$ cat config.mk
export PLATFORM = sky130hd
export DESIGN_NAME = bank_switch_mapper_scanline_irq_unit
export DESIGN_NICKNAME = d
export VERILOG_FILES = /design/src/design/mmc_pkg.sv /design/src/design/mmc_state.sv /design/src/design/mmc_rem.sv /design/src/design/bank_switch_mapper_scanline_irq_unit.sv
export SDC_FILE = /design/constraint.sdc
export NUM_CORES = 1
export LEC_CHECK = 0
export BUFFER_PORTS_ARGS = -buffer_cell sky130_fd_sc_hd__buf_4
export CAP_MARGIN = 20
export CORE_MARGIN = 4
export CORE_UTILIZATION = 25
export DETAILED_ROUTE_END_ITERATION = 8
export HOLD_SLACK_MARGIN = 0.06
export PLACE_DENSITY_LB_ADDON = 0.15
export RECOVER_POWER = 25
export SETUP_SLACK_MARGIN = 0.15
export SYNTH_ARGS = -nofsm -noshare
export SYNTH_HDL_FRONTEND = slang
export SYNTH_SLANG_ARGS = --single-unit
export TNS_END_PERCENT = 1
$ cat constraint.sdc
create_clock -name i_clk -period 9.25 [get_ports i_clk]
set_clock_uncertainty 0.1 [all_clocks]
set_input_delay 0.925 -clock i_clk [delete_from_list [all_inputs] [get_ports i_clk]]
set_output_delay 0.925 -clock i_clk [all_outputs]
set_load 0.02 [all_outputs]
$ cat src/design/mmc_pkg.sv
`timescale 1ns / 1ps
// ----------------------------------------------------------------------------
// mmc_pkg
// Shared types and constants for the bank-switching mapper with scanline IRQ.
// ----------------------------------------------------------------------------
package mmc_pkg;

    localparam int CFG_DATA_W  = 11;
    localparam int CFG_INDEX_W = 1;
    localparam int PRG_CNT_W   = 9;
    localparam int CHR_CNT_W   = 11;
    localparam int BANK_W      = 8;
    localparam int NUM_BANKS   = 8;
    localparam int MEM_ADDR_W  = 22;
    localparam int REM_STEPS   = BANK_W;
    localparam int REM_CNT_W   = $clog2(REM_STEPS);

    // Configuration register indexes
    localparam logic [CFG_INDEX_W-1:0] CFG_PRG_BANKS = 1'b0;
    localparam logic [CFG_INDEX_W-1:0] CFG_CHR_BANKS = 1'b1;

    localparam logic [PRG_CNT_W-1:0] PRG_BANKS_RST = 9'd2;
    localparam logic [CHR_CNT_W-1:0] CHR_BANKS_RST = 11'd8;

    typedef enum logic [2:0] {
        ACT_CPU_RD = 3'd0,
        ACT_CPU_WR = 3'd1,
        ACT_PPU_RD = 3'd2,
        ACT_PPU_WR = 3'd3,
        ACT_TICK   = 3'd4
    } t_action;

    typedef enum logic [2:0] {
        TGT_NONE       = 3'd0,
        TGT_PRG_RD     = 3'd1,
        TGT_CHR_RD     = 3'd2,
        TGT_CHR_RAM_RD = 3'd3,
        TGT_CHR_RAM_WR = 3'd4
    } t_target;

    // CPU register windows, address bits 14:13 above 0x8000
    typedef enum logic [1:0] {
        WIN_8000 = 2'd0,
        WIN_A000 = 2'd1,
        WIN_C000 = 2'd2,
        WIN_E000 = 2'd3
    } t_window;

    typedef enum logic [1:0] {
        ST_IDLE,
        ST_EXEC,
        ST_DIV,
        ST_WRITE
    } t_state;

    typedef struct packed {
        logic [2:0]  action;
        logic [15:0] address;
        logic [7:0]  write_data;
    } t_in_item;

    typedef struct packed {
        logic [2:0]            mem_target;
        logic [MEM_ADDR_W-1:0] mem_address;
        logic [7:0]            mem_write_data;
        logic                  irq_pending;
        logic                  mirror_horizontal;
    } t_out_item;

    // Mapper state as seen by the address path
    typedef struct packed {
        logic [BANK_W-1:0]                bank_select;
        logic [NUM_BANKS-1:0][BANK_W-1:0] bank_reg;
        logic                             irq_flag;
        logic                             mirror_h;
        logic [PRG_CNT_W-1:0]             prg_banks;
        logic [CHR_CNT_W-1:0]             chr_banks;
    } t_map_view;

    typedef struct packed {
        logic                 start;
        logic [BANK_W-1:0]    dividend;
        logic [CHR_CNT_W-1:0] divisor;
    } t_rem_req;

    typedef struct packed {
        logic                 busy;
        logic                 done;
        logic [CHR_CNT_W-1:0] rem;
    } t_rem_rsp;

endpackage

$ cat src/design/mmc_state.sv
`timescale 1ns / 1ps
// ----------------------------------------------------------------------------
// mmc_state
// Mapper register file: bank select, bank registers, mirroring, IRQ counter
// and the bank-count configuration registers.
// ----------------------------------------------------------------------------
module mmc_state (
    input  logic                               i_clk,
    input  logic                               i_rst_n,
    input  logic                               i_cfg_we,
    input  logic [mmc_pkg::CFG_INDEX_W-1:0]    i_cfg_index,
    input  logic [mmc_pkg::CFG_DATA_W-1:0]     i_cfg_data,
    input  logic                               i_commit,
    input  mmc_pkg::t_in_item                  i_item,
    output mmc_pkg::t_map_view                 o_view
);
    import mmc_pkg::*;

    logic [BANK_W-1:0]                r_bank_select;
    logic [NUM_BANKS-1:0][BANK_W-1:0] r_bank_reg;
    logic [7:0]                       r_irq_reload;
    logic [7:0]                       r_irq_count;
    logic                             r_irq_en;
    logic                             r_irq_flag;
    logic                             r_mirror_h;
    logic [PRG_CNT_W-1:0]             r_prg_banks;
    logic [CHR_CNT_W-1:0]             r_chr_banks;

    logic [7:0] n_irq_count;
    logic       odd;

    assign odd = i_item.address[0];

    always_comb begin
        if (r_irq_count == 8'd0) begin
            n_irq_count = r_irq_reload;
        end else begin
            n_irq_count = r_irq_count - 8'd1;
        end
    end

    always_ff @(posedge i_clk) begin
        if (!i_rst_n) begin
            r_bank_select <= '0;
            r_bank_reg    <= '0;
            r_irq_reload  <= '0;
            r_irq_count   <= '0;
            r_irq_en      <= 1'b0;
            r_irq_flag    <= 1'b0;
            r_mirror_h    <= 1'b1;
            r_prg_banks   <= PRG_BANKS_RST;
            r_chr_banks   <= CHR_BANKS_RST;
        end else begin
            if (i_cfg_we) begin
                case (i_cfg_index)
                    CFG_PRG_BANKS: r_prg_banks <= i_cfg_data[PRG_CNT_W-1:0];
                    CFG_CHR_BANKS: r_chr_banks <= i_cfg_data[CHR_CNT_W-1:0];
                    default: ;
                endcase
            end
            if (i_commit) begin
                case (t_action'(i_item.action))
                    ACT_CPU_WR: begin
                        if (i_item.address[15]) begin
                            case (t_window'(i_item.address[14:13]))
                                WIN_8000: begin
                                    if (odd) begin
                                        r_bank_reg[r_bank_select[2:0]] <= i_item.write_data;
                                    end else begin
                                        r_bank_select <= i_item.write_data;
                                    end
                                end
                                WIN_A000: begin
                                    if (!odd) begin
                                        r_mirror_h <= i_item.write_data[0];
                                    end
                                end
                                WIN_C000: begin
                                    if (odd) begin
                                        r_irq_count <= '0;
                                    end else begin
                                        r_irq_reload <= i_item.write_data;
                                    end
                                end
                                WIN_E000: begin
                                    r_irq_en <= odd;
                                    if (!odd) begin
                                        r_irq_flag <= 1'b0;
                                    end
                                end
                                default: ;
                            endcase
                        end
                    end
                    ACT_TICK: begin
                        r_irq_count <= n_irq_count;
                        if (n_irq_count == 8'd0 && r_irq_en) begin
                            r_irq_flag <= 1'b1;
                        end
                    end
                    default: ;
                endcase
            end
        end
    end

    always_comb begin
        o_view.bank_select = r_bank_select;
        o_view.bank_reg    = r_bank_reg;
        o_view.irq_flag    = r_irq_flag;
        o_view.mirror_h    = r_mirror_h;
        o_view.prg_banks   = r_prg_banks;
        o_view.chr_banks   = r_chr_banks;
    end

endmodule

$ cat src/design/mmc_rem.sv
`timescale 1ns / 1ps
// ----------------------------------------------------------------------------
// mmc_rem
// Bit-serial restoring remainder: bank number modulo bank count, one
// dividend bit per cycle.
// ----------------------------------------------------------------------------
module mmc_rem (
    input  logic              i_clk,
    input  logic              i_rst_n,
    input  mmc_pkg::t_rem_req i_req,
    output mmc_pkg::t_rem_rsp o_rsp
);
    import mmc_pkg::*;

    logic                 r_busy;
    logic                 r_done;
    logic [REM_CNT_W-1:0] r_cnt;
    logic [BANK_W-1:0]    r_dvd;
    logic [CHR_CNT_W-1:0] r_div;
    logic [CHR_CNT_W-1:0] r_rem;

    logic [CHR_CNT_W:0]   trial;
    logic [CHR_CNT_W:0]   diff;
    logic [CHR_CNT_W-1:0] n_rem;

    // remainder stays below the divisor, so the shifted value fits one extra bit
    assign trial = {r_rem, r_dvd[BANK_W-1]};
    assign diff  = trial - {1'b0, r_div};
    assign n_rem = (trial >= {1'b0, r_div}) ? diff[CHR_CNT_W-1:0] : trial[CHR_CNT_W-1:0];

    always_ff @(posedge i_clk) begin
        if (!i_rst_n) begin
            r_busy <= 1'b0;
            r_done <= 1'b0;
            r_cnt  <= '0;
        end else if (i_req.start) begin
            r_busy <= 1'b1;
            r_done <= 1'b0;
            r_cnt  <= '0;
        end else if (r_busy) begin
            r_cnt <= r_cnt + 1'b1;
            if (r_cnt == REM_CNT_W'(REM_STEPS - 1)) begin
                r_busy <= 1'b0;
                r_done <= 1'b1;
            end
        end
    end

    always_ff @(posedge i_clk) begin
        if (i_req.start) begin
            r_dvd <= i_req.dividend;
            r_div <= i_req.divisor;
            r_rem <= '0;
        end else if (r_busy) begin
            r_dvd <= {r_dvd[BANK_W-2:0], 1'b0};
            r_rem <= n_rem;
        end
    end

    always_comb begin
        o_rsp.busy = r_busy;
        o_rsp.done = r_done;
        o_rsp.rem  = r_rem;
    end

endmodule

$ cat src/design/bank_switch_mapper_scanline_irq_unit.sv
`timescale 1ns / 1ps
// A PRG read through R6/R7 or a CHR ROM read goes through the bit-serial remainder
// unit (one bank-number bit per cycle) between decode and the result load; every other
// item goes straight from decode to the result register. One item in flight: the input
// is stalled until the result of the last item has been loaded.
// Reset (synchronous, active low) clears the mapper state, sets horizontal
// mirroring and loads bank counts of 2 (PRG) and 8 (CHR); it needs no clearing pass.
// ----------------------------------------------------------------------------
// bank_switch_mapper_scanline_irq_unit
// Bank-switching mapper: CPU/PPU address translation and scanline IRQ counter.
// ----------------------------------------------------------------------------
module bank_switch_mapper_scanline_irq_unit (
    input  logic                            i_clk,
    input  logic                            i_rst_n,
    input  logic                            i_cfg_we,
    input  logic [mmc_pkg::CFG_INDEX_W-1:0] i_cfg_index,
    input  logic [mmc_pkg::CFG_DATA_W-1:0]  i_cfg_data,
    input  logic                            i_in_valid,
    output logic                            o_in_stall,
    input  mmc_pkg::t_in_item               i_in_item,
    output logic                            o_out_valid,
    input  logic                            i_out_stall,
    output mmc_pkg::t_out_item              o_out_item
);
    import mmc_pkg::*;

    t_state    r_state, n_state;
    t_in_item  r_item;
    t_map_view view;
    t_rem_req  rem_req;
    t_rem_rsp  rem_rsp;

    logic                  r_out_valid;
    t_out_item             r_out_item;
    logic [2:0]            r_target;
    logic [MEM_ADDR_W-1:0] r_addr;
    logic [7:0]            r_data;
    logic                  r_use_rem;
    logic                  r_rem_chr;

    logic in_fire, out_fire, out_free;
    logic commit, rem_start, out_load;

    // per-item decode
    t_target               x_target;
    logic [MEM_ADDR_W-1:0] x_addr;
    logic [7:0]            x_data;
    logic                  x_use_rem;
    logic                  x_rem_chr;
    logic [BANK_W-1:0]     x_dividend;
    logic [CHR_CNT_W-1:0]  x_divisor;

    logic [PRG_CNT_W-1:0]  prg_n, prg_second_last, prg_last, prg_direct;
    logic                  prg_swap;
    logic [15:0]           chr_a;
    logic [2:0]            chr_slot;
    logic [BANK_W-1:0]     chr_bank;
    logic [MEM_ADDR_W-1:0] fin_addr;

    assign in_fire  = i_in_valid && !o_in_stall;
    assign out_fire = r_out_valid && !i_out_stall;
    assign out_free = !r_out_valid || !i_out_stall;

    mmc_state u_state (
        .i_clk       (i_clk),
        .i_rst_n     (i_rst_n),
        .i_cfg_we    (i_cfg_we),
        .i_cfg_index (i_cfg_index),
        .i_cfg_data  (i_cfg_data),
        .i_commit    (commit),
        .i_item      (r_item),
        .o_view      (view)
    );

    mmc_rem u_rem (
        .i_clk   (i_clk),
        .i_rst_n (i_rst_n),
        .i_req   (rem_req),
        .o_rsp   (rem_rsp)
    );

    // PRG fixed banks; a count of zero acts as one
    always_comb begin
        prg_n = (view.prg_banks == '0) ? PRG_CNT_W'(1) : view.prg_banks;
        prg_second_last = (prg_n >= PRG_CNT_W'(2)) ? prg_n - PRG_CNT_W'(2) : '0;
        prg_last = prg_n - PRG_CNT_W'(1);
        prg_swap = view.bank_select[6];
    end

    // CHR slot after the 4K half swap
    always_comb begin
        chr_a    = r_item.address ^ {3'b000, view.bank_select[7], 12'h000};
        chr_slot = chr_a[12:10];
        case (chr_slot)
            3'd0:    chr_bank = {view.bank_reg[0][7:1], 1'b0};
            3'd1:    chr_bank = {view.bank_reg[0][7:1], 1'b1};
            3'd2:    chr_bank = {view.bank_reg[1][7:1], 1'b0};
            3'd3:    chr_bank = {view.bank_reg[1][7:1], 1'b1};
            default: chr_bank = view.bank_reg[chr_slot - 3'd2];
        endcase
    end

    always_comb begin
        x_target   = TGT_NONE;
        x_addr     = '0;
        x_data     = '0;
        x_use_rem  = 1'b0;
        x_rem_chr  = 1'b0;
        x_dividend = '0;
        x_divisor  = CHR_CNT_W'(prg_n);
        prg_direct = prg_last;
        case (t_action'(r_item.action))
            ACT_CPU_RD: begin
                if (r_item.address[15]) begin
                    x_target = TGT_PRG_RD;
                    case (t_window'(r_item.address[14:13]))
                        WIN_8000: begin
                            x_use_rem  = !prg_swap;
                            x_dividend = view.bank_reg[6];
                            prg_direct = prg_second_last;
                        end
                        WIN_A000: begin
                            x_use_rem  = 1'b1;
                            x_dividend = view.bank_reg[7];
                        end
                        WIN_C000: begin
                            x_use_rem  = prg_swap;
                            x_dividend = view.bank_reg[6];
                            prg_direct = prg_second_last;
                        end
                        default: prg_direct = prg_last;
                    endcase
                    x_addr = {prg_direct, r_item.address[12:0]};
                end
            end
            ACT_PPU_RD: begin
                if (r_item.address[15:13] == 3'b000) begin
                    if (view.chr_banks == '0) begin
                        x_target = TGT_CHR_RAM_RD;
                        x_addr   = MEM_ADDR_W'(r_item.address);
                    end else begin
                        x_target   = TGT_CHR_RD;
                        x_use_rem  = 1'b1;
                        x_rem_chr  = 1'b1;
                        x_dividend = chr_bank;
                        x_divisor  = view.chr_banks;
                    end
                end
            end
            ACT_PPU_WR: begin
                if (r_item.address[15:13] == 3'b000 && view.chr_banks == '0) begin
                    x_target = TGT_CHR_RAM_WR;
                    x_addr   = MEM_ADDR_W'(r_item.address);
                    x_data   = r_item.write_data;
                end
            end
            default: ;
        endcase
    end

    // next state
    always_comb begin
        n_state = r_state;
        case (r_state)
            ST_IDLE:  if (in_fire) n_state = ST_EXEC;
            ST_EXEC:  n_state = x_use_rem ? ST_DIV : ST_WRITE;
            ST_DIV:   if (rem_rsp.done) n_state = ST_WRITE;
            ST_WRITE: if (out_free) n_state = ST_IDLE;
            default:  n_state = ST_IDLE;
        endcase
    end

    // control outputs
    always_comb begin
        o_in_stall = 1'b1;
        commit     = 1'b0;
        rem_start  = 1'b0;
        out_load   = 1'b0;
        case (r_state)
            ST_IDLE:  o_in_stall = 1'b0;
            ST_EXEC: begin
                commit    = 1'b1;
                rem_start = x_use_rem;
            end
            ST_WRITE: out_load = out_free;
            default: ;
        endcase
    end

    always_comb begin
        rem_req.start    = rem_start;
        rem_req.dividend = x_dividend;
        rem_req.divisor  = x_divisor;
    end

    always_comb begin
        if (!r_use_rem) begin
            fin_addr = r_addr;
        end else if (r_rem_chr) begin
            fin_addr = MEM_ADDR_W'({rem_rsp.rem, r_item.address[9:0]});
        end else begin
            fin_addr = {rem_rsp.rem[PRG_CNT_W-1:0], r_item.address[12:0]};
        end
    end

    always_ff @(posedge i_clk) begin
        if (!i_rst_n) begin
            r_state     <= ST_IDLE;
            r_out_valid <= 1'b0;
        end else begin
            r_state <= n_state;
            if (out_load) begin
                r_out_valid <= 1'b1;
            end else if (out_fire) begin
                r_out_valid <= 1'b0;
            end
        end
    end

    always_ff @(posedge i_clk) begin
        if (in_fire) begin
            r_item <= i_in_item;
        end
        if (r_state == ST_EXEC) begin
            r_target  <= x_target;
            r_addr    <= x_addr;
            r_data    <= x_data;
            r_use_rem <= x_use_rem;
            r_rem_chr <= x_rem_chr;
        end
        if (out_load) begin
            r_out_item.mem_target        <= r_target;
            r_out_item.mem_address       <= fin_addr;
            r_out_item.mem_write_data    <= r_data;
            r_out_item.irq_pending       <= view.irq_flag;
            r_out_item.mirror_horizontal <= view.mirror_h;
        end
    end

    assign o_out_valid = r_out_valid;
    assign o_out_item  = r_out_item;

    a_load_no_overwrite: assert property (@(posedge i_clk) disable iff (!i_rst_n)
        out_load |-> (!r_out_valid || !i_out_stall))
        else $error("result loaded over an undelivered transfer");

    a_div_unit_active: assert property (@(posedge i_clk) disable iff (!i_rst_n)
        (r_state == ST_DIV) |-> (rem_rsp.busy || rem_rsp.done))
        else $error("waiting on remainder unit that is not running");

    a_start_idle_unit: assert property (@(posedge i_clk) disable iff (!i_rst_n)
        rem_start |-> !rem_rsp.busy)
        else $error("remainder unit restarted while busy");

    a_return_idle: assert property (@(posedge i_clk) disable iff (!i_rst_n)
        out_load |=> (r_state == ST_IDLE && r_out_valid))
        else $error("sequencer did not return to idle after result load");

    a_none_zero_addr: assert property (@(posedge i_clk) disable iff (!i_rst_n)
        (out_load && r_target == TGT_NONE) |=> (o_out_item.mem_address == '0))
        else $error("address set on an item with no memory target");

endmodule

==> run_summary.xml <==
<?xml version="1.0" encoding="UTF-8"?>
<metrics>
  <group name="worst_setup_path">
    <metric name="crit_slowest_cell" unit="">sky130_fd_sc_hd__clkbuf_1</metric>
    <metric name="worst-endpoint-arrival" unit="ns">4.79</metric>
    <metric name="crit_path_cell_trace" unit="">clkbuf_1 -&gt; clkbuf_1 -&gt; o21ai_0 -&gt; nor2_1</metric>
    <metric name="timing_worst_setup_path_type" unit="">input port to register</metric>
    <metric name="crit_path_largest_cell_delay" unit="ns">2.96</metric>
    <metric name="cp_bufs_invs" unit="">2</metric>
    <metric name="critPathCaptureType" unit="">register</metric>
    <metric name="crit_path_start_kind" unit="">input port</metric>
    <metric name="worstPathRequired" unit="ns">9.63</metric>
    <metric name="cpLargestDelayFamily" unit="">buffers and inverters</metric>
    <metric name="critPathMostFrequentCell" unit="">sky130_fd_sc_hd__clkbuf_1</metric>
    <metric name="timing.critical_path.fanout_max" unit="">112</metric>
  </group>
  <group name="synth">
    <metric name="synth_top_family_by_area" unit="">simple AND/OR/NAND/NOR gates</metric>
    <metric name="synth.largest_area_cell" unit="">sky130_fd_sc_hd__edfxtp_1</metric>
    <metric name="synth_sequential_area_ratio" unit="">0.526</metric>
    <metric name="synth-compound-area-share" unit="">0.0930</metric>
    <metric name="asyncSetResetFlopFracSynth" unit="">0</metric>
    <metric name="synth.distinct_cells" unit="">64</metric>
    <metric name="synth.net_count" unit="">1117</metric>
    <metric name="synth_simple_gate_area_share" unit="">0.170</metric>
    <metric name="yosys_register_bits" unit="">243</metric>
    <metric name="flip_flop_cell_with_the_highest_count_after_synthesis" unit="">sky130_fd_sc_hd__dfxtp_1</metric>
    <metric name="yosys.area_share.adder" unit="">0.0280</metric>
    <metric name="yosys_warnings" unit="">0</metric>
    <metric name="post_synth_most_frequent_cells" unit="">sky130_fd_sc_hd__dfxtp_1 (127), sky130_fd_sc_hd__edfxtp_1 (116), sky130_fd_sc_hd__mux2i_1 (102)</metric>
    <metric name="muxShareOfSynthArea" unit="">0.132</metric>
    <metric name="cell_with_the_most_instances_after_synthesis" unit="">sky130_fd_sc_hd__dfxtp_1</metric>
    <metric name="synth_area_per_cell" unit="sq um">10.9</metric>
    <metric name="post_synth_main_area_contributors" unit="">sky130_fd_sc_hd__edfxtp_1 (30%), sky130_fd_sc_hd__dfxtp_1 (22%), sky130_fd_sc_hd__mux2i_1 (8.9%), sky130_fd_sc_hd__nor2b_1 (5.0%), sky130_fd_sc_hd__nand2_1 (3.2%)</metric>
    <metric name="synth.cell_area" unit="sq um">11400</metric>
    <metric name="synth_enable_flop_cells" unit="">116</metric>
    <metric name="synth-xor-area-share" unit="">0.0122</metric>
    <metric name="netlist_instances" unit="">1048</metric>
    <metric name="netlist.area_leader.share" unit="">0.304</metric>
  </group>
  <group name="die">
    <metric name="initial_utilization" unit="">0.253</metric>
    <metric name="design.die.area" unit="sq um">49300</metric>
    <metric name="fp.dieW" unit="microns">222</metric>
    <metric name="die_y" unit="microns">222</metric>
    <metric name="ioPinCount" unit="">81</metric>
    <metric name="placeableCoreArea" unit="sq um">45300</metric>
    <metric name="placement_rows" unit="">78</metric>
  </group>
  <group name="power_and_ir_drop">
    <metric name="ratio_of_total_power_to_cell_area" unit="nW/um^2">246</metric>
    <metric name="leakagePower" unit="nW">4.95</metric>
    <metric name="ir_worst_vdd" unit="uV">181</metric>
  </group>
  <group name="drt">
    <metric name="wire_per_inst" unit="microns">17.0</metric>
    <metric name="final_antenna_net_count" unit="">0</metric>
    <metric name="post_drt_via_cell_ratio" unit="">4.50</metric>
    <metric name="routed-via-count" unit="">7798</metric>
    <metric name="first_iter_violations" unit="">466</metric>
    <metric name="finalWirelength" unit="microns">29400</metric>
    <metric name="dr.pass1.iters" unit="">5</metric>
    <metric name="drt_drc_violations_left" unit="">0</metric>
  </group>
  <group name="timing">
    <metric name="tightest_slew" unit="ns">4.22</metric>
    <metric name="max_clock_freq" unit="MHz">227</metric>
    <metric name="timing.final.ws_setup" unit="ns">4.84</metric>
    <metric name="grt_setup_unrepaired" unit="">no</metric>
    <metric name="maxSlewViolCount" unit="">184</metric>
    <metric name="max_slew_margin" unit="">-1.81</metric>
    <metric name="post-route-period-util" unit="">0.477</metric>
    <metric name="final_period_minus_worst_setup_slack" unit="ns">4.41</metric>
    <metric name="fin_tns_setup" unit="ns">0</metric>
    <metric name="hold_violation_total_from_the_final_report" unit="">0</metric>
    <metric name="setup_viol" unit="">0</metric>
  </group>
  <group name="cells_and_area">
    <metric name="multi_input_comb_area" unit="sq um">4990</metric>
    <metric name="seqCellArea" unit="sq um">6030</metric>
    <metric name="final_cells" unit="">1732</metric>
    <metric name="finalNetCount" unit="">1178</metric>
    <metric name="areaGrowthSynthToFinish" unit="%">19.3</metric>
    <metric name="antenna_cells" unit="">0</metric>
    <metric name="fillerInstances" unit="">4727</metric>
    <metric name="drive_above_1_share" unit="">0.158</metric>
    <metric name="fin_util" unit="">0.302</metric>
  </group>
  <group name="place">
    <metric name="finalWeightedCongestion" unit="">0.742</metric>
    <metric name="port_buffer_cells" unit="">80</metric>
    <metric name="place_worst_setup_slack" unit="ns">5.51</metric>
    <metric name="placed_cells_incl_taps" unit="">1675</metric>
    <metric name="place_hpwl" unit="microns">20100</metric>
  </group>
  <group name="clock_tree">
    <metric name="cts_buffers" unit="">30</metric>
    <metric name="clk_pin_slew" unit="ns">0.06</metric>
    <metric name="hold_buffers" unit="">0</metric>
    <metric name="cts_root_buffer" unit="">sky130_fd_sc_hd__clkbuf_16</metric>
    <metric name="maximum_clock_insertion_buffer_count" unit="">3</metric>
    <metric name="h_tree_depth_reported_by_cts" unit="">1</metric>
    <metric name="worst_skew_pair.late_latency" unit="ns">0.57</metric>
    <metric name="cts_repair_resize_count" unit="">0</metric>
    <metric name="cts_tree" unit="">yes</metric>
    <metric name="clkSinkCount" unit="">243</metric>
    <metric name="post-cts-setup-buffers" unit="">0</metric>
  </group>
  <group name="global_routing">
    <metric name="grt_start_max_net_pins" unit="">113</metric>
    <metric name="overall_track_demand_over_capacity_in_global_routing" unit="">0.118</metric>
    <metric name="grt_pass1_wl" unit="microns">47400</metric>
    <metric name="global_route.overflow_total" unit="">0</metric>
    <metric name="antenna_found_initial" unit="">0</metric>
    <metric name="via_count_of_the_first_global_routing_pass" unit="">8022</metric>
  </group>
  <group name="min_path">
    <metric name="hold_path_class" unit="">register to register</metric>
  </group>
  <group name="flow_run">
    <metric name="drv.max_cap_violation_count" unit="">3</metric>
  </group>
  <group name="outcome">
    <metric name="outcome" unit="">complete, but fails checks</metric>
    <metric name="failed_checks" unit="">max-capacitance violations, max-slew violations</metric>
  </group>
</metrics>
==> worst register-to-register path, stage by stage (launching register included) <==
cell	delay [ns]
sky130_fd_sc_hd__dfxtp_1	0.35
sky130_fd_sc_hd__inv_1	0.12
sky130_fd_sc_hd__ha_2	0.82
sky130_fd_sc_hd__nand2b_1	0.30
sky130_fd_sc_hd__nor2_1	0.21
sky130_fd_sc_hd__and4b_1	0.49
sky130_fd_sc_hd__nor2b_1	0.81
sky130_fd_sc_hd__mux2i_1	0.27
sky130_fd_sc_hd__nor2b_1	0.06
==> power breakdown <==
group / total [mW] / switching [mW] / internal (mW)
clock: 1.25 / 0.471 / 0.778
sequential: 1.44 / 0.138 / 1.30
combinational: 0.666 / 0.398 / 0.268
==> sequential cells by signal (all words and copies together), names as in the netlist, 9 cells and up <==
signal / cells
u_state.o_view: 64
o_out_item: 35
r_item: 27
r_addr: 22
u_rem.r_div: 11
u_rem.r_rem: 11
u_state.r_chr_banks: 11
u_state.r_prg_banks: 9
==> per-layer routing <==
layer / up-vias / GRT usage / share of wire
li1: 3862 / - / -
met5: - / 0 / 0
met2: 139 / 0.190 / 0.45
met4: 0 / 0.0268 / 0.022
met1: 3750 / 0.168 / 0.49
met3: 47 / 0.0203 / 0.039
==> placed cells by master, fill, tap and decap left out, types with 5 or more instances in the layout <==
master,Yosys,final
sky130_fd_sc_hd__dfxtp_1,127,127
sky130_fd_sc_hd__nor2_1,47,47
sky130_fd_sc_hd__a22oi_1,6,6
sky130_fd_sc_hd__bufinv_16,0,5
sky130_fd_sc_hd__edfxtp_1,116,116
sky130_fd_sc_hd__nand3b_1,7,7
sky130_fd_sc_hd__a21oi_1,43,43
sky130_fd_sc_hd__or3_1,7,7
sky130_fd_sc_hd__mux2i_1,102,102
sky130_fd_sc_hd__clkbuf_1,41,10
sky130_fd_sc_hd__clkinv_2,0,5
sky130_fd_sc_hd__a221oi_1,7,7
sky130_fd_sc_hd__nor3_1,13,13
sky130_fd_sc_hd__nor2b_1,91,91
sky130_fd_sc_hd__nand2b_1,13,13
sky130_fd_sc_hd__o22ai_1,8,8
sky130_fd_sc_hd__clkbuf_8,0,6
sky130_fd_sc_hd__nor4_1,8,8
sky130_fd_sc_hd__nand3_1,21,21
sky130_fd_sc_hd__a21boi_0,32,32
sky130_fd_sc_hd__xor2_1,6,6
sky130_fd_sc_hd__a31oi_1,6,6
sky130_fd_sc_hd__o21ai_0,30,30
sky130_fd_sc_hd__mux4_2,16,16
sky130_fd_sc_hd__o211ai_1,7,7
sky130_fd_sc_hd__buf_4,2,63
sky130_fd_sc_hd__nor3b_1,5,5
sky130_fd_sc_hd__xnor2_1,10,10
sky130_fd_sc_hd__and2_1,20,19
sky130_fd_sc_hd__mux2_2,12,12
sky130_fd_sc_hd__clkbuf_16,0,30
sky130_fd_sc_hd__nand2_1,99,99
sky130_fd_sc_hd__ha_1,24,23
sky130_fd_sc_hd__inv_1,38,38
sky130_fd_sc_hd__and3_1,10,10
sky130_fd_sc_hd__a211oi_1,8,8
sky130_fd_sc_hd__clkbuf_4,0,23
==> final timing paths <==
check                           cells past startpoint  slack (ns)            endpoint  startpoint
worst max-delay path                                4        4.84  u_state.r_irq_flag     i_rst_n
worst min register to register                      0        0.31       o_out_item[4]   r_data[2]
worst max register to register                      8        5.58  u_state.o_view[75]  r_state[1]
worst min-delay path                                0        0.31       o_out_item[4]   r_data[2]
==> cells by family (layout without fill, tap and decap cells) <==
family	Yosys count	after routing
AOI/OAI and AO/OA	166	166
xor gates and xnor gates	16	16
adders and majority gates	25	25
buffers and inverters	105	189
DFF	243	243
muxes	130	130
and+or+nand+nor	363	363
==> final cells by class <==
| cell class | count | area share |
|---|---|---|
| repair buffers | 95 | 0.0504 |
| clock inverters | 17 | 0.0163 |
| multi-input cells | 700 | 0.365 |
| clock buffers | 38 | 0.0615 |
| inverters | 39 | 0.0107 |
| flip-flops and latches | 243 | 0.441 |
| well taps | 600 | 0.0550 |
==> metrics by stage <==
| step | instance area (sq um) | hold WS (ns) | total power [mW] |
|---|---|---|---|
| 3_5_place_dp | 12600 | 0.307 | 2.14 |
| 3_3_place_gp | 12600 | 0.302 | 2.14 |
| 2_1_floorplan | 11400 | 0.300 | 1.89 |
| 5_1_grt | 13700 | 0.308 | 3.55 |
| 6_report | 13700 | 0.313 | 3.35 |
| 4_1_cts | 13700 | 0.306 | 3.41 |
Power figures use the tool's default switching activity.
